==> config.mk <==
export PLATFORM = sky130hd
export DESIGN_NAME = srbs_ctrl
export DESIGN_NICKNAME = d
export VERILOG_FILES = /design/src/rtl/srbs_pkg.sv /design/src/rtl/srbs_ctrl.sv
export SDC_FILE = /design/constraint.sdc
export NUM_CORES = 1
export LEC_CHECK = 0
export BUFFER_PORTS_ARGS = -buffer_cell sky130_fd_sc_hd__buf_2
export CORE_AREA = 4 4 41 43
export CTS_CLUSTER_SIZE = 24
export DETAILED_ROUTE_END_ITERATION = 8
export DIE_AREA = 0 0 45 47
export PLACE_DENSITY_LB_ADDON = 0.25
export RECOVER_POWER = 25
export REMOVE_ABC_BUFFERS = 1
export SETUP_SLACK_MARGIN = 0.4
export SYNTH_ARGS = -nofsm -noshare
export SYNTH_HDL_FRONTEND = slang
export SYNTH_SLANG_ARGS = --single-unit
==> constraint.sdc <==
create_clock -name clk_i -period 1.8 [get_ports clk_i]
set_input_delay 0.18 -clock clk_i [delete_from_list [all_inputs] [get_ports clk_i]]
set_output_delay 0.18 -clock clk_i [all_outputs]
set_load 0.01 [all_outputs]
==> src/rtl/srbs_pkg.sv <==
package srbs_pkg;

  // Table geometry.
  localparam int TEXT_DEPTH = 65536;
  localparam int SYMBOLS    = 256;
  localparam int BYTES      = 256;

  localparam int PHI_AW  = $clog2(TEXT_DEPTH);
  localparam int SYM_AW  = $clog2(SYMBOLS + 1);
  localparam int BYTE_AW = $clog2(BYTES);

  // Field widths.
  localparam int PHI_W  = 16;
  localparam int VAL_W  = 17;
  localparam int ROW_W  = 17;
  localparam int IDX_W  = 18;
  localparam int CODE_W = 8;
  localparam int MAP_W  = CODE_W + 1;
  localparam int TIDX_W = 16;

  // Configuration port.
  localparam int CFG_IW = 1;
  localparam int CFG_DW = 9;
  localparam int ALPHA_W = 9;
  localparam logic [ALPHA_W-1:0] ALPHA_RESET = ALPHA_W'(256);

  typedef enum logic [CFG_IW-1:0] {
    CFG_ALPHABET_SIZE  = 1'b0,
    CFG_LAST_TEXT_BYTE = 1'b1
  } cfg_reg_e;

  typedef enum logic [1:0] {
    ACT_WR_PHI   = 2'd0,
    ACT_WR_START = 2'd1,
    ACT_WR_CODE  = 2'd2,
    ACT_PATTERN  = 2'd3
  } action_e;

  typedef struct packed {
    action_e             action;
    logic [TIDX_W-1:0]   table_index;
    logic [VAL_W-1:0]    table_value;
    logic                code_present;
    logic [CODE_W-1:0]   pattern_byte;
    logic                pattern_begin;
    logic                pattern_end;
  } in_word_t;

  typedef struct packed {
    logic [ROW_W-1:0] range_left;
    logic [ROW_W-1:0] range_right;
    logic [ROW_W-1:0] match_count;
    logic             found;
  } out_word_t;

  // Datapath operations issued by the controller, one per cycle.
  typedef enum logic [3:0] {
    OP_NONE,
    OP_ACCEPT,
    OP_MAP_B,
    OP_START0,
    OP_START1,
    OP_START2,
    OP_PHI_LO,
    OP_PHI_HI,
    OP_SRCH1,
    OP_TAIL1,
    OP_SRCH2,
    OP_TAIL2,
    OP_FINISH
  } dp_op_e;

  typedef struct packed {
    dp_op_e op;
  } dp_cmd_t;

  typedef struct packed {
    logic go;
    logic more;
    logic pattern_end;
  } dp_status_t;

endpackage

==> src/rtl/srbs_ctrl.sv <==
module srbs_ctrl (
  input  logic                 clk_i,
  input  logic                 rst_ni,
  input  logic                 in_valid_i,
  input  logic                 in_is_pattern_i,
  output logic                 in_stall_o,
  output logic                 out_valid_o,
  input  logic                 out_stall_i,
  output srbs_pkg::dp_cmd_t    cmd_o,
  input  srbs_pkg::dp_status_t status_i
);

  typedef enum logic [3:0] {
    ST_IDLE,
    ST_MAP_B,
    ST_START0,
    ST_START1,
    ST_START2,
    ST_PHI_LO,
    ST_PHI_HI,
    ST_SRCH1,
    ST_TAIL1,
    ST_SRCH2,
    ST_TAIL2,
    ST_FINISH
  } state_e;

  state_e state_q, state_d;
  logic   out_valid_q, out_valid_d;

  always_comb begin
    state_d    = state_q;
    cmd_o.op   = srbs_pkg::OP_NONE;
    case (state_q)
      ST_IDLE: begin
        if (in_valid_i) begin
          cmd_o.op = srbs_pkg::OP_ACCEPT;
          if (in_is_pattern_i) begin
            state_d = ST_MAP_B;
          end
        end
      end
      ST_MAP_B: begin
        cmd_o.op = srbs_pkg::OP_MAP_B;
        state_d  = status_i.go ? ST_START0 : ST_FINISH;
      end
      ST_START0: begin
        cmd_o.op = srbs_pkg::OP_START0;
        state_d  = ST_START1;
      end
      ST_START1: begin
        cmd_o.op = srbs_pkg::OP_START1;
        state_d  = ST_START2;
      end
      ST_START2: begin
        cmd_o.op = srbs_pkg::OP_START2;
        state_d  = status_i.go ? ST_PHI_LO : ST_FINISH;
      end
      ST_PHI_LO: begin
        cmd_o.op = srbs_pkg::OP_PHI_LO;
        state_d  = status_i.go ? ST_PHI_HI : ST_FINISH;
      end
      ST_PHI_HI: begin
        cmd_o.op = srbs_pkg::OP_PHI_HI;
        if (!status_i.go) begin
          state_d = ST_FINISH;
        end else if (status_i.more) begin
          state_d = ST_SRCH1;
        end else begin
          state_d = ST_TAIL1;
        end
      end
      ST_SRCH1: begin
        cmd_o.op = srbs_pkg::OP_SRCH1;
        state_d  = status_i.more ? ST_SRCH1 : ST_TAIL1;
      end
      ST_TAIL1: begin
        cmd_o.op = srbs_pkg::OP_TAIL1;
        state_d  = status_i.more ? ST_SRCH2 : ST_TAIL2;
      end
      ST_SRCH2: begin
        cmd_o.op = srbs_pkg::OP_SRCH2;
        state_d  = status_i.more ? ST_SRCH2 : ST_TAIL2;
      end
      ST_TAIL2: begin
        cmd_o.op = srbs_pkg::OP_TAIL2;
        state_d  = ST_FINISH;
      end
      ST_FINISH: begin
        // A result waits here until the output register is free.
        if (!status_i.pattern_end) begin
          state_d = ST_IDLE;
        end else if (!out_valid_q || !out_stall_i) begin
          cmd_o.op = srbs_pkg::OP_FINISH;
          state_d  = ST_IDLE;
        end
      end
      default: begin
        state_d = ST_IDLE;
      end
    endcase
  end

  always_comb begin
    out_valid_d = out_valid_q;
    if (cmd_o.op == srbs_pkg::OP_FINISH) begin
      out_valid_d = 1'b1;
    end else if (out_valid_q && !out_stall_i) begin
      out_valid_d = 1'b0;
    end
  end

  always_ff @(posedge clk_i or negedge rst_ni) begin
    if (!rst_ni) begin
      state_q     <= ST_IDLE;
      out_valid_q <= 1'b0;
    end else begin
      state_q     <= state_d;
      out_valid_q <= out_valid_d;
    end
  end

  assign in_stall_o  = (state_q != ST_IDLE);
  assign out_valid_o = out_valid_q;

endmodule

==> results of run 1 <==
[cells in the mapped netlist, types with 2 or more instances]
master | count | area, um2
a21o_1 | 2 | 15.0
or4_1 | 2 | 15.0
xnor2_1 | 2 | 17.5
o221ai_1 | 2 | 17.5
dfrtp_1 | 5 | 125
inv_1 | 4 | 15.0
o211ai_1 | 2 | 15.0
nor4b_1 | 2 | 17.5
a21oi_1 | 7 | 35.0
nand2_1 | 5 | 18.8
nor2_1 | 5 | 18.8
a211oi_1 | 2 | 15.0
buf_1 | 2 | 7.51
o22ai_1 | 2 | 12.5
[state kept, by name, summed over array words and instances, names as in the netlist]
| signal | cells |
|---|---|
| state_q | 4 |
| out_valid_o | 1 |
[stage by stage]
step           cell area [um2]  instances  utilization  setup WS, ns
2_1_floorplan              400         51            -         0.242
3_3_place_gp               522         84        0.401         0.227
3_5_place_dp               522         84        0.401         0.249
4_1_cts                    688        104        0.529         0.261
5_1_grt                    773        107        0.594         0.214
6_report                   773        107        0.594         0.250
[worst min-delay path by stage]
stage | slack [ns] | cells after the start | to | from
floorplan | -0.12 | 0 | out_valid_o | rst_ni
global placement | 0.002 | 1 | out_valid_o | rst_ni
detailed placement | 0.002 | 1 | out_valid_o | rst_ni
CTS | 0.23 | 3 | out_valid_o | out_stall_i
global route | 0.27 | 3 | state_q[2] | status_i[2]
finish | 0.27 | 3 | state_q[2] | status_i[2]
[cells by family after synthesis]
kind of cell | after synthesis | share of synthesized area
AOI/OAI and AO/OA | 21 | 0.323
xor gates and xnor gates | 2 | 0.0411
buffers and inverters | 8 | 0.0968
DFF | 5 | 0.293
and+or+nand+nor | 19 | 0.246
[per-layer routing]
| metal | vias up | wire, um | track usage |
|---|---|---|---|
| met1 | 250 | 602 | 0.166 |
| met2 | 29 | 717 | 0.234 |
| met5 | - | 0 | 0 |
| li1 | 282 | - | - |
| met3 | 6 | 100 | 0.0690 |
| met4 | 0 | 41 | 0.0760 |
[critical path: cells and delay by family (launching register included)]
family	cells	cell delay (ns)
and+or+nand+nor	1	0.54
DFF	1	0.45
buffers and inverters	1	0.14
[cell type report]
type                       count  area, um2
clock buffer                   4       26.3
inverter                       4       15.0
timing repair buffer          37        275
tap                           15       18.8
multi-input combinational     42        308
fill                         115        528
sequential                     5        130
[power groups by stage]
stage / Combinational (mW) / Clock, mW / Sequential, mW
after floorplan: 0.363 / 0 / 0.275
after global placement: 0.612 / 0 / 0.271
after detailed placement: 0.612 / 0 / 0.271
after CTS: 0.832 / 0.133 / 0.241
after global routing: 1.08 / 0.149 / 0.261
final: 0.999 / 0.127 / 0.255
[repair_timing]
action	CTS	global route
endpoints found under the hold margin	5	0
hold buffers	1	0
buffers inserted	15	3
gates cloned	0	0
endpoints found under the setup margin	6	8
pin swaps	3	7
gates resized for setup	7	14
==> reports/metrics.cfg, run 1 <==
[worst_setup_path]
crit_start=state_q[0]
crit_chain=or4_4 > buf_6
cp-start-kind=flip-flop
max_stage_delay_ns=0.54
required_ns=1.62
critPathCaptureType=output pin
crit_type=flip-flop to output pin
worstPathMaxFanout=8
critPathSlowestCell=or4_4
endpoint=in_stall_o
r2r_start=state_q[0]
cp.arrival_ns=1.37
reg2reg_setup_slack_ns=0.31
r2r_cells=4
timing.rr.end=state_q[0]

[global_routing]
grt_overflow=0
grt_pass1_wl_um=2250
antenna_found_initial=0
grt_max_degree=9
grt_pass1_vias=545
track_usage=0.148

[placed_design]
gp_congestion=0.813
hpwl_um=850
io_buffer_count=13

[synthesis]
synth_cells=55
syn_area_per_cell_um2=7.76
synth_flop_cell=dfrtp_1
ys_async_sr_fraction=1.00
seq_area_frac_synth=0.293
syn_area_um2=427
synth_seq_cells=5
synth-edff-count=0
synth-warning-count=0
ys_types=25

[detailed_routing]
ant_nets=0
first_pass_iters=4
route.final.wire_length_um=1460
num_vias=567
drc=0
wl_per_cell_um=13.7
drt-initial-drc-count=20
vias_per_cell=5.30

[sta]
finalHoldViolations=0
max_slew_margin=0.716
drv_slew=0
whs_ns=0.274
finClkSkew_ns=0.00720
max_freq_mhz=645
rsz0062_at_grt=yes
tightestPinTransition_ns=0.420
setup_viol=0
fin_crit_sh=0.861
fin_crit_ns=1.55
fin_setup_tns_ns=0

[final_layout]
drive_above_1_share=0.565
area_growth_pct=81.2
num_antenna_cells=0
final_common_cell=buf_4
layout_common_cells=buf_4, buf_2, a21oi_1, buf_6
nNetsFinal=101

[power_and_ir_drop]
ir_worst_vdd_uv=767
power_frac_seq=0.185
leakage_nw=0.369
power_mw=1.38
combPwrFrac=0.723
p_sw_uw=569
p_per_area_nw_per_um2=1790
switching_share=0.412
p_int_uw=813
clkPwrFrac=0.092

[floorplan]
dieArea_um2=2120
row_count=13
start_util=0.328
die_y_um=47
coreArea_um2=1300
die_w_um=45
ios=14

[clocking]
tritoncts=built
clockBufferDepth=2
numCtsBuffers=3
insertion_delay_ns=0.24
htreeDepth=1
clkTransAtPathRegs_ns=0.05
cts_root_buffer=clkbuf_4
clock-sinks=5

[run]
drv_cap=0

[hold_path]
hold_class=primary input to flip-flop

[status]
outcome=complete, no violations

Power figures use the tool's default switching activity.
==> run 2: changes to the inputs <==
- CELL_PAD_IN_SITES_DETAIL_PLACEMENT: default -> 1
- CELL_PAD_IN_SITES_GLOBAL_PLACEMENT: default -> 1
- CORE_AREA: 4 4 41 43 -> default
- CORE_MARGIN: default -> 4
- CORE_UTILIZATION: default -> 32
- DIE_AREA: 0 0 45 47 -> default
==> reports/metrics.cfg, run 2 (synthesis results as in run 1) <==
[final_layout]
n_fill_cell=162  ; was 115
num_antenna_cells=0  ; unchanged
largest_register_ffs=4  ; unchanged
regMostFlops=state_q  ; unchanged
area_growth_pct=54.0  ; was 81.2%
layout_common_cells=buf_2, buf_4, a21oi_1  ; was buf_4, buf_2, a21oi_1, buf_6
final_common_cell=buf_2  ; was buf_4
nNetsFinal=90  ; was 101
drive_above_1_share=0.494  ; was 0.565

[floorplan]
die_w_um=44.5  ; was 45 um
die_y_um=44.5  ; was 47 um
ios=14  ; unchanged
row_count=12  ; was 13
start_util=0.360  ; was 0.328
coreArea_um2=1190  ; was 1300 um2
dieArea_um2=1980  ; was 2120 um2

[global_routing]
track_usage=0.180  ; was 0.148
grt_pass1_wl_um=2530  ; was 2250 um
grt_max_degree=11  ; was 9
grt_pass1_vias=532  ; was 545
grt_overflow=0  ; unchanged
antenna_found_initial=0  ; unchanged

[sta]
drv_slew=0  ; unchanged
max_freq_mhz=642  ; was 645 MHz
tightestPinTransition_ns=0.304  ; was 0.420 ns
max_slew_margin=0.797  ; was 0.716
finClkSkew_ns=0.00541  ; was 0.00720 ns
fin_crit_sh=0.866  ; was 0.861
finalHoldViolations=0  ; unchanged
setup_viol=0  ; unchanged
rsz0062_at_grt=yes  ; unchanged
fin_setup_tns_ns=0  ; unchanged
fin_crit_ns=1.56  ; was 1.55 ns

[power_and_ir_drop]
clkPwrFrac=0.111  ; was 0.092
switching_share=0.433  ; was 0.412
power_mw=1.22  ; was 1.38 mW
ir_worst_vdd_uv=984  ; was 767 uV
combPwrFrac=0.682  ; was 0.723
power_frac_seq=0.207  ; was 0.185
p_sw_uw=530  ; was 569 uW
p_int_uw=693  ; was 813 uW
p_per_area_nw_per_um2=1860  ; was 1790 nW/um2
leakage_nw=0.303  ; was 0.369 nW

[placed_design]
io_buffer_count=13  ; unchanged
gp_congestion=0.838  ; was 0.813
hpwl_um=1040  ; was 850 um

[detailed_routing]
met2_length_um=764  ; was 717 um
wl_per_cell_um=15.5  ; was 13.7 um
vias_per_cell=5.62  ; was 5.30
ant_nets=0  ; unchanged
met1_length_um=586  ; was 602 um
num_vias=534  ; was 567
route.final.wire_length_um=1470  ; was 1460 um
drc=0  ; unchanged
first_pass_iters=4  ; unchanged
routed.top_layer=met4  ; unchanged
met3WireLength_um=67  ; was 100 um
drt-initial-drc-count=10  ; was 20

[worst_setup_path]
crit_chain=or4_4 > buf_6  ; unchanged
critPathTopFamily=simple AND/OR/NAND/NOR gates  ; unchanged
crit_type=flip-flop to output pin  ; unchanged
worstPathMaxFanout=4  ; was 8
critPathSlowestCell=or4_4  ; unchanged
critPathBufInv=1  ; unchanged
cp-start-kind=flip-flop  ; unchanged
cp.arrival_ns=1.38  ; was 1.37 ns
required_ns=1.62  ; about the same
max_stage_delay_ns=0.56  ; was 0.54 ns
critPathCaptureType=output pin  ; unchanged

[clocking]
clock-sinks=5  ; unchanged
insertion_delay_ns=0.25  ; was 0.24 ns
tritoncts=built  ; unchanged
numCtsBuffers=3  ; unchanged
cts_root_buffer=clkbuf_4  ; unchanged
htreeDepth=1  ; unchanged
clkTransAtPathRegs_ns=0.05  ; about the same
clockBufferDepth=2  ; unchanged

[run]
drv_cap=0  ; unchanged

[hold_path]
hold_class=primary input to flip-flop  ; unchanged

[status]
outcome=complete, no violations  ; unchanged

run 2: cell count changes in the layout (fill, tap and decap cells not counted), sizes merged:
cell	delta
buf	-11
run 2: repair_timing:
action / CTS / global route
setup endpoints to repair: 7 / 7
gates resized for setup: 9 / 5
endpoints found under the hold margin: 5 / 0
setup buffers: 5 / 1
hold buffers: 1 / 0
pin swaps: 0 / 4
run 2: area by class of cell:
class	count	area (um2)	area share
clock buffers	4	26.3	0.0400
multi-input cells	42	290	0.442
well taps	14	17.5	0.0267
repair buffers	26	178	0.270
flip-flops and latches	5	130	0.198
inverters	4	15.0	0.0229
run 2: power by group through the flow:
stage                     logic [mW]  clock network [mW]  registers (mW)
after floorplan                0.363                   0           0.275
after global placement         0.633                   0           0.259
after detailed placement       0.635                   0           0.265
after CTS                      0.793               0.139           0.245
after global routing           0.917               0.150           0.261
final                          0.834               0.136           0.254
run 2: final timing paths:
check	from	to	slack, ns	cells past startpoint
max	state_q[1]	in_stall_o	0.24	2
min	out_stall_i	out_valid_o	0.22	3
max reg2reg	state_q[0]	state_q[3]	0.32	4
min reg2reg	out_valid_o	out_valid_o	0.56	2
max in group asynchronous	rst_ni	state_q[2]	1.22	2
min in group asynchronous	rst_ni	state_q[0]	0.33	2
run 2: per-stage QoR:
stage | std cells | cell area [um2] | utilization | hold WS (ns) | worst slack [ns]
after floorplan | 51 | 400 | - | -0.116 | 0.242
after detailed placement | 84 | 528 | 0.445 | 0.00555 | 0.267
final | 95 | 657 | 0.554 | 0.222 | 0.242
after global placement | 84 | 528 | 0.445 | 0.00259 | 0.289
after CTS | 94 | 632 | 0.533 | 0.222 | 0.262
after global routing | 95 | 657 | 0.554 | 0.242 | 0.195
run 2: worst register-to-register path, cell delays in order, from the launching register on:
cell	delay [ns]
dfrtp_2	0.43
and2_4	0.19
nand4_1	0.14
nor2_1	0.08
or4_1	0.51
run 2: layer usage:
| metal | vias up | GRT usage |
|---|---|---|
| met5 | - | 0 |
| met4 | 0 | 0.127 |
| met3 | 4 | 0.0244 |
| met2 | 13 | 0.304 |
| met1 | 262 | 0.205 |
| li1 | 255 | - |
==> run 3: changes to the inputs <==
- SETUP_SLACK_MARGIN: 0.4 -> 0.5
==> reports/metrics.cfg, run 3 (synthesis results as in run 1) <==
[status]
outcome=complete, no violations  ; unchanged

[global_routing]
grt_pass1_vias=534  ; was 532
track_usage=0.180  ; unchanged
grt_pass1_wl_um=2530  ; unchanged
grt_max_degree=11  ; unchanged
antenna_found_initial=0  ; unchanged
grt_overflow=0  ; unchanged

[placed_design]
placed_area_um2=528  ; unchanged
gp_congestion=0.838  ; unchanged
hpwl_um=1040  ; unchanged
io_buffer_count=13  ; unchanged

[final_layout]
regMostFlops=state_q  ; unchanged
nNetsFinal=90  ; unchanged
largest_register_ffs=4  ; unchanged
num_antenna_cells=0  ; unchanged
final_common_cell=buf_2  ; unchanged
final_util=0.554  ; unchanged
layout_common_cells=buf_2, buf_4, a21oi_1  ; unchanged
fin_area_um2=657  ; unchanged
drive_above_1_share=0.494  ; unchanged
area_growth_pct=54.0  ; unchanged

[worst_setup_path]
r2r_cells=4  ; unchanged
cp.arrival_ns=1.38  ; about the same
worstPathMaxFanout=4  ; unchanged
critPathBufInv=1  ; unchanged
crit_type=flip-flop to output pin  ; unchanged
reg2reg_setup_slack_ns=0.32  ; about the same
r2r_start=state_q[0]  ; unchanged
critPathCaptureType=output pin  ; unchanged
timing.rr.end=state_q[3]  ; unchanged
critPathSlowestCell=or4_4  ; unchanged
max_stage_delay_ns=0.56  ; about the same
required_ns=1.62  ; about the same
crit_chain=or4_4 > buf_6  ; unchanged
cp-start-kind=flip-flop  ; unchanged
critPathTopFamily=simple AND/OR/NAND/NOR gates  ; unchanged

[floorplan]
die_w_um=44.5  ; unchanged
die_y_um=44.5  ; unchanged
row_count=12  ; unchanged
coreArea_um2=1190  ; unchanged
ios=14  ; unchanged
dieArea_um2=1980  ; unchanged
start_util=0.360  ; unchanged

[sta]
finClkSkew_ns=0.00541  ; unchanged
tightestPinTransition_ns=0.304  ; unchanged
setup_viol=0  ; unchanged
rsz0062_at_grt=yes  ; unchanged
fin_crit_sh=0.866  ; unchanged
max_freq_mhz=642  ; unchanged
drv_slew=0  ; unchanged
fin_crit_ns=1.56  ; unchanged
fin_setup_tns_ns=0  ; unchanged
finalHoldViolations=0  ; unchanged
max_slew_margin=0.797  ; unchanged

[clocking]
clock-sinks=5  ; unchanged
clkTransAtPathRegs_ns=0.05  ; about the same
tritoncts=built  ; unchanged
htreeDepth=1  ; unchanged
clockBufferDepth=2  ; unchanged
cts_root_buffer=clkbuf_4  ; unchanged
insertion_delay_ns=0.25  ; about the same
numCtsBuffers=3  ; unchanged

[power_and_ir_drop]
ir_worst_vdd_uv=984  ; unchanged
leakage_nw=0.303  ; unchanged
p_per_area_nw_per_um2=1860  ; unchanged

[hold_path]
worstHoldStart=out_stall_i  ; unchanged
hold_depth=3  ; unchanged
hold_end=out_valid_o  ; unchanged
hold_class=primary input to flip-flop  ; unchanged

[detailed_routing]
first_pass_iters=4  ; unchanged
wl_per_cell_um=15.5  ; unchanged
drc=0  ; unchanged
ant_nets=0  ; unchanged
vias_per_cell=5.62  ; unchanged
route.final.wire_length_um=1470  ; unchanged
drt-initial-drc-count=10  ; unchanged
num_vias=534  ; unchanged

[run]
drv_cap=0  ; unchanged

run 3: stage by stage:
step                power [mW]  cells  worst slack, ns  hold slack [ns]
finish                    1.22     95            0.242            0.222
CTS                       1.18     94            0.262            0.222
floorplan                0.638     51            0.242           -0.116
detailed placement       0.900     84            0.267          0.00555
global placement         0.891     84            0.289          0.00259
global route              1.33     95            0.195            0.242
run 3: repair_timing:
item / in CTS / in global routing
buffers inserted: 5 / 1
pin swaps: 0 / 4
endpoints found under the hold margin: 5 / 0
resized for setup: 9 / 5
hold buffers: 1 / 0
setup endpoints to repair: 8 / 7
run 3: final cells by class:
| cell class | instances | area, um2 |
|---|---|---|
| Fill cell | 162 | 529 |
| Multi-Input combinational cell | 42 | 290 |
| Timing Repair Buffer | 26 | 178 |
| Sequential cell | 5 | 130 |
| Clock buffer | 4 | 26.3 |
| Tap cell | 14 | 17.5 |
| Inverter | 4 | 15.0 |
run 3: worst max-delay path by stage:
stage | startpoint | end | slack, ns | cells after the start
after global placement | state_q[1] | state_q[0] | 0.29 | 4
final | state_q[1] | in_stall_o | 0.24 | 2
after floorplan | state_q[1] | state_q[0] | 0.24 | 4
after global routing | state_q[0] | cmd_o[2] | 0.19 | 4
after CTS | state_q[1] | in_stall_o | 0.26 | 2
after detailed placement | state_q[1] | state_q[0] | 0.27 | 4
run 3: metal layers:
layer  vias to the layer above  share of wire  track usage
met4                         0          0.038        0.127
met1                       262           0.40        0.205
met3                         4          0.045       0.0244
met2                        13           0.52        0.304
met5                         -              0            0
li1                        255              -            -
run 3: report_power, final:
part / internal, mW / total, mW / switching, mW
Combinational: 0.438 / 0.834 / 0.396
Clock: 0.0841 / 0.136 / 0.0514
Sequential: 0.171 / 0.254 / 0.0822
Total: 0.693 / 1.22 / 0.530
run 3: worst register-to-register path, delay by kind of cell (launching register included):
kind | cells | cell delay [ns]
simple gates | 4 | 0.92
flops | 1 | 0.43
